## src/hw/rtl/gfp_pkg.sv

```systemverilog
// ----------------------------------------------------------------------------
// gfp_pkg
// Shared constants and types for the gyro frame parser.
// ----------------------------------------------------------------------------
package gfp_pkg;

    localparam int FRAME_LEN  = 15;
    localparam int IDX_W      = 4;
    localparam int SUM_FIRST  = 2;
    localparam int SUM_LAST   = 13;
    localparam int WORD_FIRST = 3;
    localparam int WORD_BYTES = 10;
    localparam int HALF_TURN  = 18000;
    localparam int FULL_TURN  = 36000;
    localparam int TDATA_W    = 104;

    localparam logic [7:0] HEADER_BYTE = 8'hAA;

    // Frame end event from the assembler, raw little-endian words
    typedef struct packed {
        logic        done;
        logic        good;
        logic [15:0] angle_word;
        logic [15:0] rate_word;
        logic [15:0] ax_word;
        logic [15:0] ay_word;
        logic [15:0] az_word;
    } frame_t;

    typedef struct packed {
        logic               checksum_ok;
        logic signed [16:0] angle_raw;
        logic signed [16:0] rate_raw;
        logic signed [15:0] accel_x;
        logic signed [15:0] accel_y;
        logic signed [15:0] accel_z;
        logic signed [16:0] relative_angle;
    } result_t;

endpackage

```

## src/hw/rtl/gfp_assembler.sv

```systemverilog
// ----------------------------------------------------------------------------
// gfp_assembler
// Header hunt, byte position tracking, running checksum and payload capture.
// ----------------------------------------------------------------------------
module gfp_assembler
(
    input  logic           clk,
    input  logic           rst_n,
    input  logic           byte_valid,
    input  logic [7:0]     rx_byte,
    output gfp_pkg::frame_t frame
);
    import gfp_pkg::*;

    logic             in_frame_reg;
    logic             in_frame_next;
    logic [IDX_W-1:0] index_reg;
    logic [IDX_W-1:0] index_next;
    logic [7:0]       sum_reg;
    logic [7:0]       sum_next;
    logic [7:0]       bytes_reg [WORD_BYTES];
    logic             last_byte;

    always_comb
    begin
        in_frame_next = in_frame_reg;
        index_next    = index_reg;
        sum_next      = sum_reg;
        last_byte     = 1'b0;
        if (byte_valid)
        begin
            if (!in_frame_reg)
            begin
                index_next = '0;
                sum_next   = '0;
                if (rx_byte == HEADER_BYTE)
                begin
                    in_frame_next = 1'b1;
                    index_next    = IDX_W'(1);
                end
            end
            else if (index_reg == IDX_W'(FRAME_LEN - 1))
            begin
                // checksum byte: close the frame
                last_byte     = 1'b1;
                in_frame_next = 1'b0;
                index_next    = '0;
                sum_next      = '0;
            end
            else
            begin
                index_next = index_reg + IDX_W'(1);
                if (index_reg >= IDX_W'(SUM_FIRST) && index_reg <= IDX_W'(SUM_LAST))
                begin
                    sum_next = sum_reg + rx_byte;
                end
            end
        end
    end

    always_ff @(posedge clk or negedge rst_n)
    begin
        if (!rst_n)
        begin
            in_frame_reg <= 1'b0;
            index_reg    <= '0;
            sum_reg      <= '0;
        end
        else
        begin
            in_frame_reg <= in_frame_next;
            index_reg    <= index_next;
            sum_reg      <= sum_next;
        end
    end

    // each payload byte register loads at its own frame position
    always_ff @(posedge clk)
    begin
        for (int k = 0; k < WORD_BYTES; k++)
        begin
            if (byte_valid && in_frame_reg && index_reg == IDX_W'(WORD_FIRST + k))
            begin
                bytes_reg[k] <= rx_byte;
            end
        end
    end

    always_comb
    begin
        frame.done       = last_byte;
        frame.good       = (sum_reg == rx_byte);
        frame.angle_word = {bytes_reg[1], bytes_reg[0]};
        frame.rate_word  = {bytes_reg[3], bytes_reg[2]};
        frame.ax_word    = {bytes_reg[5], bytes_reg[4]};
        frame.ay_word    = {bytes_reg[7], bytes_reg[6]};
        frame.az_word    = {bytes_reg[9], bytes_reg[8]};
    end

endmodule

```

## src/hw/rtl/gfp_tracker.sv

```systemverilog
// ----------------------------------------------------------------------------
// gfp_tracker
// Value registers, zero capture, relative angle wrap and result register.
// ----------------------------------------------------------------------------
module gfp_tracker
(
    input  logic             clk,
    input  logic             rst_n,
    input  logic             byte_valid,
    input  logic             zero_request,
    input  gfp_pkg::frame_t  frame,
    input  logic             out_ready,
    output logic             out_valid,
    output gfp_pkg::result_t result
);
    import gfp_pkg::*;

    logic signed [16:0] angle_reg, angle_next, angle_dec;
    logic signed [16:0] rate_reg, rate_next, rate_dec;
    logic signed [15:0] ax_reg, ax_next;
    logic signed [15:0] ay_reg, ay_next;
    logic signed [15:0] az_reg, az_next;
    logic signed [16:0] zero_reg, zero_next;
    logic               pending_reg, pending_next, pending_now;
    logic               out_valid_reg, out_valid_next;
    logic signed [17:0] diff, wrapped;
    logic               update;
    result_t            result_reg, result_next;

    always_comb
    begin
        update    = frame.done && frame.good;
        angle_dec = 17'sd0 - $signed({frame.angle_word[15], frame.angle_word});
        rate_dec  = 17'sd0 - $signed({frame.rate_word[15], frame.rate_word});

        angle_next = update ? angle_dec : angle_reg;
        rate_next  = update ? rate_dec : rate_reg;
        ax_next    = update ? $signed(frame.ax_word) : ax_reg;
        ay_next    = update ? $signed(frame.ay_word) : ay_reg;
        az_next    = update ? $signed(frame.az_word) : az_reg;

        // a request on the closing word still counts for this frame
        pending_now  = pending_reg || (byte_valid && zero_request);
        pending_next = pending_now;
        zero_next    = zero_reg;
        if (frame.done && pending_now)
        begin
            zero_next    = angle_next;
            pending_next = 1'b0;
        end

        diff = $signed({angle_next[16], angle_next}) - $signed({zero_next[16], zero_next});
        if (diff > $signed(18'(HALF_TURN)))
        begin
            wrapped = diff - $signed(18'(FULL_TURN));
        end
        else if (diff < -$signed(18'(HALF_TURN)))
        begin
            wrapped = diff + $signed(18'(FULL_TURN));
        end
        else
        begin
            wrapped = diff;
        end

        result_next.checksum_ok    = frame.good;
        result_next.angle_raw      = angle_next;
        result_next.rate_raw       = rate_next;
        result_next.accel_x        = ax_next;
        result_next.accel_y        = ay_next;
        result_next.accel_z        = az_next;
        result_next.relative_angle = wrapped[16:0];

        if (frame.done)
        begin
            out_valid_next = 1'b1;
        end
        else if (out_ready)
        begin
            out_valid_next = 1'b0;
        end
        else
        begin
            out_valid_next = out_valid_reg;
        end
    end

    always_ff @(posedge clk or negedge rst_n)
    begin
        if (!rst_n)
        begin
            angle_reg     <= '0;
            rate_reg      <= '0;
            ax_reg        <= '0;
            ay_reg        <= '0;
            az_reg        <= '0;
            zero_reg      <= '0;
            pending_reg   <= 1'b0;
            out_valid_reg <= 1'b0;
        end
        else
        begin
            angle_reg     <= angle_next;
            rate_reg      <= rate_next;
            ax_reg        <= ax_next;
            ay_reg        <= ay_next;
            az_reg        <= az_next;
            zero_reg      <= zero_next;
            pending_reg   <= pending_next;
            out_valid_reg <= out_valid_next;
        end
    end

    always_ff @(posedge clk)
    begin
        if (frame.done)
        begin
            result_reg <= result_next;
        end
    end

    assign out_valid = out_valid_reg;
    assign result    = result_reg;

endmodule

```

## src/hw/rtl/gyro_frame_parser.sv

```systemverilog
// ----------------------------------------------------------------------------
// gyro_frame_parser
// Byte-stream gyro frame parser with checksum check and zero-referenced angle.
// ----------------------------------------------------------------------------
// Throughput: one byte word per cycle while the result slot is empty or being drained.
// Output: the result word is valid in the cycle after the closing byte of a
// frame is accepted; one result per 15-byte frame, none otherwise.
// Reset: rst_n clears frame state, stored values, zero reference and the
// output valid flag; the block hunts for a header right after reset.
// ----------------------------------------------------------------------------
module gyro_frame_parser
(
    input  logic                         clk,
    input  logic                         rst_n,
    input  logic                         s_tvalid,
    output logic                         s_tready,
    input  logic [7:0]                   s_tdata,   // rx_byte
    input  logic                         s_tuser,   // zero_request
    output logic                         m_tvalid,
    input  logic                         m_tready,
    // angle_raw[16:0], rate_raw[33:17], accel_x[49:34], accel_y[65:50],
    // accel_z[81:66], relative_angle[98:82], zero fill[103:99]
    output logic [gfp_pkg::TDATA_W-1:0]  m_tdata,
    output logic                         m_tuser    // checksum_ok
);
    import gfp_pkg::*;

    logic    byte_valid;
    frame_t  frame;
    result_t result;

    // take a new word while the result slot is empty or being drained
    assign s_tready   = !m_tvalid || m_tready;
    assign byte_valid = s_tvalid && s_tready;

    gfp_assembler u_assembler
    (
        .clk        (clk),
        .rst_n      (rst_n),
        .byte_valid (byte_valid),
        .rx_byte    (s_tdata),
        .frame      (frame)
    );

    gfp_tracker u_tracker
    (
        .clk          (clk),
        .rst_n        (rst_n),
        .byte_valid   (byte_valid),
        .zero_request (s_tuser),
        .frame        (frame),
        .out_ready    (m_tready),
        .out_valid    (m_tvalid),
        .result       (result)
    );

    assign m_tdata = {5'b0, result.relative_angle, result.accel_z, result.accel_y,
                      result.accel_x, result.rate_raw, result.angle_raw};
    assign m_tuser = result.checksum_ok;

endmodule
```

## config.mk

```make
export PLATFORM = sky130hd
export DESIGN_NAME = gyro_frame_parser
export DESIGN_NICKNAME = d
export VERILOG_FILES = /design/src/hw/rtl/gfp_pkg.sv /design/src/hw/rtl/gfp_assembler.sv /design/src/hw/rtl/gfp_tracker.sv /design/src/hw/rtl/gyro_frame_parser.sv
export SDC_FILE = /design/constraint.sdc
export NUM_CORES = 1
export LEC_CHECK = 0
export BUFFER_PORTS_ARGS = -buffer_cell sky130_fd_sc_hd__buf_2
export CAP_MARGIN = 20
export CORE_ASPECT_RATIO = 2
export CORE_MARGIN = 2
export CORE_UTILIZATION = 30
export DETAILED_ROUTE_END_ITERATION = 10
export GPL_TIMING_DRIVEN = 0
export PLACE_DENSITY = 0.46
export REMOVE_ABC_BUFFERS = 1
export SYNTH_ARGS = -nofsm -noshare
export SYNTH_HDL_FRONTEND = slang
export SYNTH_SLANG_ARGS = --single-unit
```

## constraint.sdc

```tcl
create_clock -name clk -period 8.9 [get_ports clk]
set_input_delay 1.78 -clock clk [delete_from_list [all_inputs] [get_ports clk]]
set_output_delay 1.78 -clock clk [all_outputs]
set_load 0.02 [all_outputs]
```

Word level (Yosys, flattened, before mapping)
Memory sizes are Yosys's and may differ from the RTL's.
Index checks and enable logic that the tools add are counted.
{ "totals": {"ff_bits": 214, "mem_bits_rw": 80, "in_bits": 13, "output_inout_bits": 107, "elab_cells": 144, "n_memories": 1} }
{ "classes": {"n_addsub": 7, "magnitude_cmp": 4, "eq_ne": 14, "mux": 70, "n_reduce_logical": 30} }
{ "memory_table": {"columns": ["memory", "depth", "width", "read_ports", "rd_clocked_by_memory_dff", "write_ports", "line_no", "rtl"], "rows": [
  ["u_assembler.bytes_reg", 10, 8, 10, 0, 1, "gfp_assembler.sv:21", "logic [7:0] bytes_reg [WORD_BYTES];"]
]} }
{ "ops": {"columns": ["cell", "count"], "rows": [
  ["$mux W8", 12],
  ["$mux W17", 5],
  ["$reduce_or A8 Y1", 9],
  ["$mux W16", 3],
  ["$mux W4", 11],
  ["$mux W1", 39],
  ["$sub A1 B16 Y17 const A", 2],
  ["$eq A4 B4 Y1 const B", 6],
  ["$gt A18 B16 Y1 const B", 1],
  ["$lt A18 B16 Y1 const B", 1],
  ["$sub A17 B17 Y18", 1],
  ["$add A17 B17 Y17 const B", 1],
  ["$sub A17 B17 Y17 const B", 1],
  ["$eq A4 B3 Y1 const B", 4],
  ["$logic_and A1 B1 Y1", 16],
  ["$add A8 B8 Y8", 1],
  ["$eq A8 B8 Y1", 1],
  ["$eq A8 B8 Y1 const B", 1],
  ["$add A4 B1 Y4 const B", 1],
  ["$eq A4 B2 Y1 const B", 1],
  ["$ge A4 B2 Y1 const B", 1],
  ["$le A4 B4 Y1 const B", 1],
  ["$ne A3 B3 Y1 const B", 1],
  ["$logic_or A1 B1 Y1", 2],
  ["3 further kinds", 3]
]} }

Longest topological paths before layout
Gate-level depths: netlist of run 1.
{ "logic_depth": {"word_depth": 17, "mapped_depth": 25} }

Modules after synthesis
Synthesis of run 1 repeated with hierarchy kept, for this count alone.
{ "unflattened": {"cells_unflattened": 1014, "area_unflattened_um2": 12553.3} }
{ "modules_own_cells": {"columns": ["module", "instances", "cells_per_inst", "area_per_inst_um2", "seq_area_each_um2"], "rows": [
  ["gfp_tracker", 1, 803, 9066.2, 5530.3],
  ["gfp_assembler", 1, 203, 3423.3, 2727.6],
  ["gyro_frame_parser", 1, 8, 63.8, 0.0]
]} }

Worst setup path before layout of run 1
Ideal clock, no wire load.
{ "synth_timing": {"path_type": "input -> register", "from": "input m_tready", "to": "register u_tracker.result_reg (netlist bit u_tracker.result[8]), data pin", "setup_time_ps": 278, "arrival_ps": 9320, "required_time_ps": 8622, "slack_ps": -698, "cell_stages": 21, "path_buffers": 2, "cell_sequence": "and2b_1 clkinv_1 nand3_1 clkinv_1 nand2_1 clkbuf_1 nand2_1 o21ai_0 mux2i_1 ha_1 and3_1 a2111oi_0 a311oi_1 o21bai_1 o21bai_1 xnor2_1 o311ai_1 a31oi_1 buf_2 o22ai_1 xor2_1"} }
{ "synth_lines": {"columns": ["element", "line_no", "rtl"], "rows": [
  ["start, declared", "gyro_frame_parser.sv:20", "input logic m_tready,"],
  ["end signal, assigned", "gfp_tracker.sv:118", "result_reg <= result_next;"],
  ["end, declared", "gfp_tracker.sv:28", "result_t result_reg, result_next;"]
]} }

==> qor.csv, run 1 <==
metric,value,unit
hpwl,20500,um
crit_chain,"buf_2, ha_1, nor4_1, nand3_1, clkinv_1, nand2_4, o21ai_0, mux2i_1, ha_1, and3_1, a2111oi_0, buf_1, a311oi_1, o21ai_0, a21boi_0, o31ai_1, a21oi_1, a31oi_1, buf_4, o32ai_1, xnor2_1",
die-area,42600,um2
worst-path-buf-inv,4,
drv_slew,0,
async_reset_ff_frac,0.388,
core.rowCount,104,
mostFrequentLayoutCell,nand2_1,
via_per_inst,4.65,
root_buffer,clkbuf_16,
p_sw_frac,0.286,
crit_fanout,45,
chipHeight,290,um
syn_to_final_growth,18.8,%
ys_warn_count,0,
ys_ff_latch,294,
drc_errors,0,
core_area,40300,um2
drt_iter0_drc,241,
vias,7778,
drv_cap,0,
finalSetupViolCount,0,
clockBufferDepth,3,
die_x,147,um
synth_cells,993,
routed-wl-met2,16400,um
worst_pin_slew,0.896,ns
critPathCaptureType,register,
route.met3.wl,1070,um
synth_top_area_cell,edfxtp_1,
wl_per_cell,17.6,um
cp_slowest_cell,o21ai_0,
leakage,5.93,nW
critPathMaxStageDelay,0.64,ns
io-pin-count,120,
cts_tree,done,
period_needed,8.11,ns
place_ws,0.188,ns
multi_input_comb_area,3750,um2
io_buffers,114,
drt-pass1-iter-count,5,
arrival,8.39,ns
cts_hold_buf,0,
hold_path_class,register to register,
crit_family,compound AO/OA/AOI/OAI gates,
finalPower,0.00359,W
grt_max_degree,74,
fillers,4027,
highest_layer,met5,
pwr-share-seq,0.445,
rsz0062_at_grt,false,
synthTopCellsByArea,"edfxtp_1 (44%), dfrtp_1 (23%), nand2_1 (7.0%)",
regToRegSetupSlack,1.94,ns
combPwrFrac,0.193,
relSlewSlack,0.400,
gr-usage-all-layers,0.138,
power.density,246,nW/um2
status,"complete, no violations",
crit_type,input pin to register,
synth_cell_types,75,
synth-main-ff-cell,edfxtp_1,
clkLatencyLatePin,0.56,ns
post-cts-setup-buffer-count,0,
antenna_found_initial,1,
grt_pass1_wl,45900,um
cts_buffers,28,
yosysSeqAreaShare,0.673,
drive_above_1_share,0.163,
cp-start-kind,input pin,
synth_area,12300,um2
met1_length,11000,um
setup_ws,0.791,ns
fin_crit_sh,0.911,
fin_nets,1161,
stdcell_area,14600,um2
routabilityCongestion,0.824,
grt_overflow,0,
power_frac_clock,0.362,
placed_cell_area,13600,um2
p_int,0.00256,W
clock_sinks,294,
drt_wl_total,29400,um
path_clk_slew,0.06,ns
ir_drop,0.000118,V
seqCellArea,8260,um2
htreeDepth,1,
synth_top_area_frac,0.441,
switchingPower,0.00103,W
clock-skew-final,0.0123,ns
mostFrequentLayoutCells,"nand2_1 (229), edfxtp_1 (180), buf_2 (114), dfrtp_1 (114), o21ai_0 (48)",
largest_reg_flops,100,
avgSynthCellArea,12.4,um2
worstPathRequired,9.18,ns
hold_violations,0,
n_antenna_cell,0,
finalSetupTns,0,ns
synth_edf_count,180,
antenna_left,0,
grt_pass1_vias,8068,
start_util,0.304,
fmax,123,MHz
cts_resized,0,
-- synthesized netlist by cell type, types with 20 or more instances --
| cell | instances |
|---|---|
| xor2_1 | 23 |
| ha_1 | 27 |
| dfrtp_1 | 114 |
| xnor2_1 | 27 |
| nand2_1 | 230 |
| nor3_1 | 20 |
| clkbuf_1 | 23 |
| a21oi_1 | 21 |
| nor2_1 | 45 |
| o21ai_0 | 48 |
| inv_1 | 43 |
| edfxtp_1 | 180 |
-- through the flow --
stage	hold slack, ns	std cells	util
global route	0.479	1671	0.361
CTS	0.465	1671	0.361
finish	0.462	1671	0.361
detailed placement	0.447	1619	0.337
global placement	0.442	1609	0.332
floorplan	0.430	965	-
-- worst register-to-register path, delay by kind of cell (launching register included) --
kind	cells	cell delay, ns
AO/OA/AOI/OAI	9	2.72
flip-flops	1	0.40
XOR/XNOR	1	0.16
buffers and inverters	5	1.29
AND/OR/NAND/NOR	4	1.42
adder cells (fa/ha/maj)	1	0.28
multiplexers	1	0.40
-- layout make-up --
class / instances / share of cell area
Sequential cell: 294 / 0.567
Multi-Input combinational cell: 625 / 0.257
Clock buffer: 34 / 0.0525
Timing Repair Buffer: 124 / 0.0498
Tap cell: 530 / 0.0455
Clock inverter: 18 / 0.0160
Inverter: 46 / 0.0122
-- power groups by stage --
stage	logic [W]	registers, W	clock network [W]
after global placement	0.000673	0.00162	0
after detailed placement	0.000690	0.00162	0
after floorplan	0.000484	0.00162	0
after global routing	0.000771	0.00160	0.00140
after CTS	0.000700	0.00160	0.00134
final	0.000693	0.00160	0.00130
-- cell families (layout without fill, tap and decap cells) --
group,Yosys count,after routing,share of synthesized area
muxes,12,12,0.00979
AOI/OAI and AO/OA,157,157,0.0894
xor gates and xnor gates,51,51,0.0375
other,1,5,0.000306
DFF,294,294,0.673
buffers and inverters,78,222,0.0257
adders and majority gates,29,29,0.0308
and+or+nand+nor,371,371,0.133
-- path summary, 6_finish.rpt --
kind | from | end | cells past startpoint
setup / recovery | s_tdata[4] | u_tracker.result[11] | 21
hold / removal | u_assembler.bytes_reg[7][6] | u_tracker.ay_reg[14] | 2
setup reg to reg | u_tracker.out_valid | u_tracker.result[11] | 21
hold reg to reg | u_assembler.bytes_reg[7][6] | u_tracker.ay_reg[14] | 2
max in group asynchronous | rst_n | u_tracker.az_reg[10] | 2
min in group asynchronous | rst_n | u_tracker.az_reg[4] | 1
-- routing by layer --
metal | track usage | vias up
li1 | - | 3773
met2 | 0.269 | 164
met3 | 0.0184 | 63
met1 | 0.149 | 3776
met5 | 0 | -
met4 | 0.0530 | 2
(Power assumes the default switching activity.)
==> inputs of run 2 (changes only) <==
Settings changed: REMOVE_ABC_BUFFERS 1 to unset, SLEW_MARGIN set to 20.
==> qor.csv, run 2 (same netlist as run 1, synthesis figures left out) <==
metric,value,unit
status,"complete, no violations",
r2r_cells,20,
fin_crit_sh,0.949,
cts_resized,0,
die-area,42600,um2
power_frac_clock,0.350,
die_x,147,um
stdcell_count,1697,
grt_pass1_vias,8168,
worst_pin_slew,0.886,ns
regToRegSetupSlack,1.52,ns
switchingPower,0.00103,W
drive_above_1_share,0.167,
holdPathStages,2,
highest_layer,met5,
clock-skew-final,0.0128,ns
io_buffers,114,
critPathCaptureType,register,
wl_per_cell,18.2,um
p_int,0.00251,W
clock_sinks,294,
syn_to_final_growth,19.0,%
gr-usage-all-layers,0.146,
htreeDepth,1,
hold_violations,0,
rsz0062_at_grt,false,
cp-start-kind,input pin,
chipHeight,290,um
core.rowCount,104,
relSlewSlack,0.407,
path_clk_slew,0.06,ns
route.met3.wl,1100,um
worst-path-buf-inv,3,
antenna_found_initial,2,
place_ws,-0.455,ns
cts_buffers,28,
p_sw_frac,0.291,
combPwrFrac,0.205,
routed-wl-met2,17400,um
ir_drop,0.000136,V
clockBufferDepth,3,
fin_nets,1187,
worstPathRequired,9.18,ns
fmax,118,MHz
crit_family,compound AO/OA/AOI/OAI gates,
period_needed,8.45,ns
grt_pass1_wl,47700,um
drv_slew,0,
drc_errors,0,
power.density,243,nW/um2
core_area,40300,um2
hpwl,21700,um
vias,7879,
drt_iter0_drc,295,
pwr-share-seq,0.445,
critPathMaxStageDelay,0.69,ns
cts_tree,done,
post-cts-setup-buffer-count,0,
met1_length,11300,um
grt_overflow,0,
mostFrequentLayoutCells,"nand2_1 (229), edfxtp_1 (180), buf_2 (117), dfrtp_1 (114), o21ai_0 (47)",
clkLatencyLatePin,0.55,ns
start_util,0.304,
cts_hold_buf,0,
cp_slowest_cell,a2111oi_2,
io-pin-count,120,
crit_chain,"buf_2, ha_1, nor4_1, nand3_1, nor2_1, clkbuf_1, nand3_1, nand2_1, mux2i_1, ha_1, o2111a_1, a2111oi_2, a311oi_1, o21ai_0, a21boi_0, o31ai_1, a21oi_1, a31oi_1, buf_2, o22ai_1, xor2_1",
grt_max_degree,80,
drv_cap,0,
drt_wl_total,30900,um
leakage,5.94,nW
worst-path-stages,21,
routabilityCongestion,0.845,
via_per_inst,4.64,
root_buffer,clkbuf_16,
setup_ws,0.453,ns
crit_fanout,12,
hold_path_class,register to register,
mostFrequentLayoutCell,nand2_1,
crit_type,input pin to register,
largest_reg_flops,100,
finalPower,0.00354,W
finalSetupViolCount,0,
drt-pass1-iter-count,4,
numPlacedInstances,1645,
antenna_left,0,
arrival,8.73,ns
run 2: changes by cell type in the layout (fill, tap and decap cells not counted), sizes merged:
| cell | before | now |
|---|---|---|
| inv | 45 | 46 |
| buf | 124 | 127 |
| diode | 0 | 1 |
| clkinv | 12 | 11 |
| bufinv | 5 | 3 |
| clkbuf | 34 | 58 |
run 2: worst min-delay path, stage by stage (launching register included):
cell      delay [ns]
edfxtp_1        0.32
nand2_1         0.04
nand2_1         0.06
run 2: path summary, 6_finish.rpt:
check / from / end
min in group asynchronous: rst_n / u_tracker.ax_reg[8]
hold / removal: u_assembler.bytes_reg[6][3] / u_tracker.ay_reg[3]
setup reg to reg: u_tracker.out_valid / u_tracker.result[7]
max in group asynchronous: rst_n / u_tracker.ay_reg[9]
setup / recovery: s_tdata[4] / u_tracker.result[7]
hold reg to reg: u_assembler.bytes_reg[6][3] / u_tracker.ay_reg[3]
run 2: metal layers:
layer / global-route usage / up-vias
li1: - / 3839
met4: 0.0614 / 2
met3: 0.0200 / 68
met2: 0.287 / 171
met5: 0 / -
met1: 0.150 / 3799
run 2: layout make-up:
cell class	instances	area [um2]
Tap cell	530	663
Fill cell	4046	25700
Buffer	32	145
Antenna cell	1	2.50
Multi-Input combinational cell	625	3760
Timing Repair Buffer	118	648
Clock buffer	35	768
Sequential cell	294	8260
Inverter	46	178
Clock inverter	16	181
run 2: through the flow:
stage / cell area (um2) / utilization / hold WS (ns) / TNS [ns]
2_1_floorplan: 12300 / - / 0.430 / 0
3_3_place_gp: 13500 / 0.335 / 0.442 / -35.59
3_5_place_dp: 13600 / 0.338 / 0.443 / -4.49
4_1_cts: 14600 / 0.362 / 0.459 / 0
5_1_grt: 14600 / 0.362 / 0.485 / 0
6_report: 14600 / 0.362 / 0.458 / 0
run 2: power by group through the flow:
stage	sequential, W	combinational (W)	clock, W
CTS	0.00157	0.000732	0.00129
detailed placement	0.00160	0.000727	0
floorplan	0.00160	0.000510	0
finish	0.00157	0.000727	0.00124
global placement	0.00160	0.000715	0
global route	0.00158	0.000809	0.00133
==> inputs of run 3 (changes only) <==
Settings changed: ABC_AREA set to 1.
==> qor.csv, run 3 <==
metric,value,unit
status,"complete, no violations",
cp_slowest_cell,o31ai_1,
worst_pin_slew,0.860,ns
gr-usage-all-layers,0.143,
hold_path_class,register to register,
die-area,43800,um2
cts_hold_buf,0,
holdPathStages,2,
switchingPower,0.00144,W
yosysSeqAreaShare,0.655,
fin_nets,1389,
drive_above_1_share,0.166,
cp-start-kind,input pin,
mostFrequentLayoutCell,nand2_1,
cts_tree,done,
avgSynthCellArea,10.5,um2
synth_area,12600,um2
io-pin-count,120,
setup_ws,2.12,ns
cts_buffers,27,
p_int,0.00271,W
grt_pass1_wl,48000,um
synth-main-ff-cell,edfxtp_1,
period_needed,6.78,ns
r2r_cells,20,
syn_to_final_growth,18.3,%
async_reset_ff_frac,0.388,
synth_cells,1196,
largest_reg_flops,100,
synth_top_area_cell,edfxtp_1,
drc_errors,0,
drt_iter0_drc,294,
core_area,41600,um2
clkLatencyLatePin,0.57,ns
hold_violations,0,
pwr-share-seq,0.392,
relSlewSlack,0.422,
drv_slew,0,
fillers,4277,
n_antenna_cell,0,
mostFrequentLayoutCells,"nand2_1 (381), edfxtp_1 (180), buf_2 (114), dfrtp_1 (114), inv_1 (109)",
drv_cap,0,
vias,8418,
path_clk_slew,0.07,ns
clock_sinks,294,
stdcell_count,1908,
grt_pass1_vias,8696,
synth_top_area_frac,0.429,
combPwrFrac,0.308,
hpwl,23000,um
power_frac_clock,0.300,
critPathMostFrequentCell,nand2_1,
leakage,6.58,nW
io_buffers,114,
wl_per_cell,16.2,um
place_ws,1.48,ns
critPathMaxStageDelay,0.72,ns
antenna_found_initial,0,
synth_edf_count,180,
synth_most_common_cell,nand2_1,
htreeDepth,1,
fin_crit_sh,0.762,
post-cts-setup-buffer-count,0,
chipHeight,294,um
die_x,149,um
synthTopCellsByArea,"edfxtp_1 (43%), dfrtp_1 (23%), nand2_1 (11%)",
hp-start,u_assembler.bytes_reg[5][0],
routabilityCongestion,0.841,
numPlacedInstances,1858,
finalSetupTns,0,ns
yosys-top-cells-count,"nand2_1 (381), edfxtp_1 (180), dfrtp_1 (114), inv_1 (109), nor2_1 (91)",
finalSetupViolCount,0,
arrival,7.08,ns
core.rowCount,106,
ir_drop,0.000162,V
crit_fanout,12,
via_per_inst,4.41,
crit_type,input pin to register,
crit_chain,"buf_2, ha_1, nor2_1, nand2_1, nor2_1, nand3_4, clkbuf_1, o31ai_1, o21ai_0, ha_1, a21oi_1, nor2_1, nor2_1, o21ai_0, a21oi_1, nand2_1, nand2_1, nand2_1, nand2_1, clkbuf_1, nand3_1, nand3_1, nand2_1",
reg2reg_from,u_assembler.in_frame_reg,
worstPathRequired,9.19,ns
start_util,0.303,
clockBufferDepth,3,
clock-skew-final,0.0157,ns
antenna_left,0,
ys_warn_count,0,
fmax,147,MHz
power.density,278,nW/um2
root_buffer,clkbuf_16,
grt_overflow,0,
synth_cell_types,48,
rsz0062_at_grt,false,
ys_ff_latch,294,
grt_max_degree,62,
seqCellArea,8260,um2
cts_resized,0,
drt-pass1-iter-count,4,
critPathCaptureType,register,
multi_input_comb_area,3810,um2
drt_wl_total,31000,um
cp-startpoint,s_tdata[2],
p_sw_frac,0.348,
-- run 3: cells by family (layout without fill, tap and decap cells) --
family / count (synthesis) / after routing / share of synthesized area
AOI/OAI and AO/OA: 94 / 94 / 0.0432
xor gates and xnor gates: 23 / 23 / 0.0166
adders and majority gates: 29 / 29 / 0.0300
buffers and inverters: 145 / 313 / 0.0452
DFF: 294 / 294 / 0.655
other: 1 / 5 / 0.000297
and+or+nand+nor: 610 / 610 / 0.210
-- run 3: routing by layer --
metal	global-route usage	vias to the layer above	wire length, um	share of wire
li1	-	4234	-	-
met1	0.144	3938	11100	0.36
met2	0.291	178	17800	0.58
met3	0.0166	68	969	0.031
met4	0.0564	0	1100	0.035
met5	0	-	0	0
-- run 3: power groups by stage --
stage               clock network [W]  registers [W]  logic [W]
floorplan                           0        0.00165   0.000948
global route                  0.00134        0.00164    0.00146
finish                        0.00125        0.00163    0.00128
detailed placement                  0        0.00165    0.00131
global placement                    0        0.00165    0.00129
CTS                           0.00129        0.00163    0.00132
-- run 3: final timing paths --
kind / end / slack (ns)
setup / recovery: u_tracker.result[12] / 2.12
hold / removal: u_tracker.ax_reg[8] / 0.46
setup reg to reg: u_tracker.result[12] / 3.15
hold reg to reg: u_tracker.ax_reg[8] / 0.46
max in group asynchronous: u_tracker.az_reg[0] / 7.06
min in group asynchronous: u_tracker.out_valid / 1.15
-- run 3: cell type report --
cell class | count | share of cell area
Buffer | 27 | 0.00855
Clock buffer | 38 | 0.0522
Clock inverter | 12 | 0.0114
Inverter | 118 | 0.0297
Multi-Input combinational cell | 761 | 0.255
Sequential cell | 294 | 0.553
Tap cell | 540 | 0.0453
Timing Repair Buffer | 118 | 0.0443
-- run 3: worst max-delay path, delay by kind of cell --
kind,cells,cell delay [ns]
buf+inv,3,1.10
fa+ha+maj,2,0.76
compound gates,5,1.63
simple gates,13,1.77
-- run 3: metrics by stage --
stage                      util  power (W)  hold WS [ns]  area [um2]
after floorplan               -    0.00260         0.434       12600
after global placement    0.333    0.00294         0.444       13900
after detailed placement  0.336    0.00296         0.452       14000
after CTS                 0.358    0.00423         0.465       14900
after global routing      0.358    0.00443         0.498       14900
final                     0.358    0.00415         0.461       14900
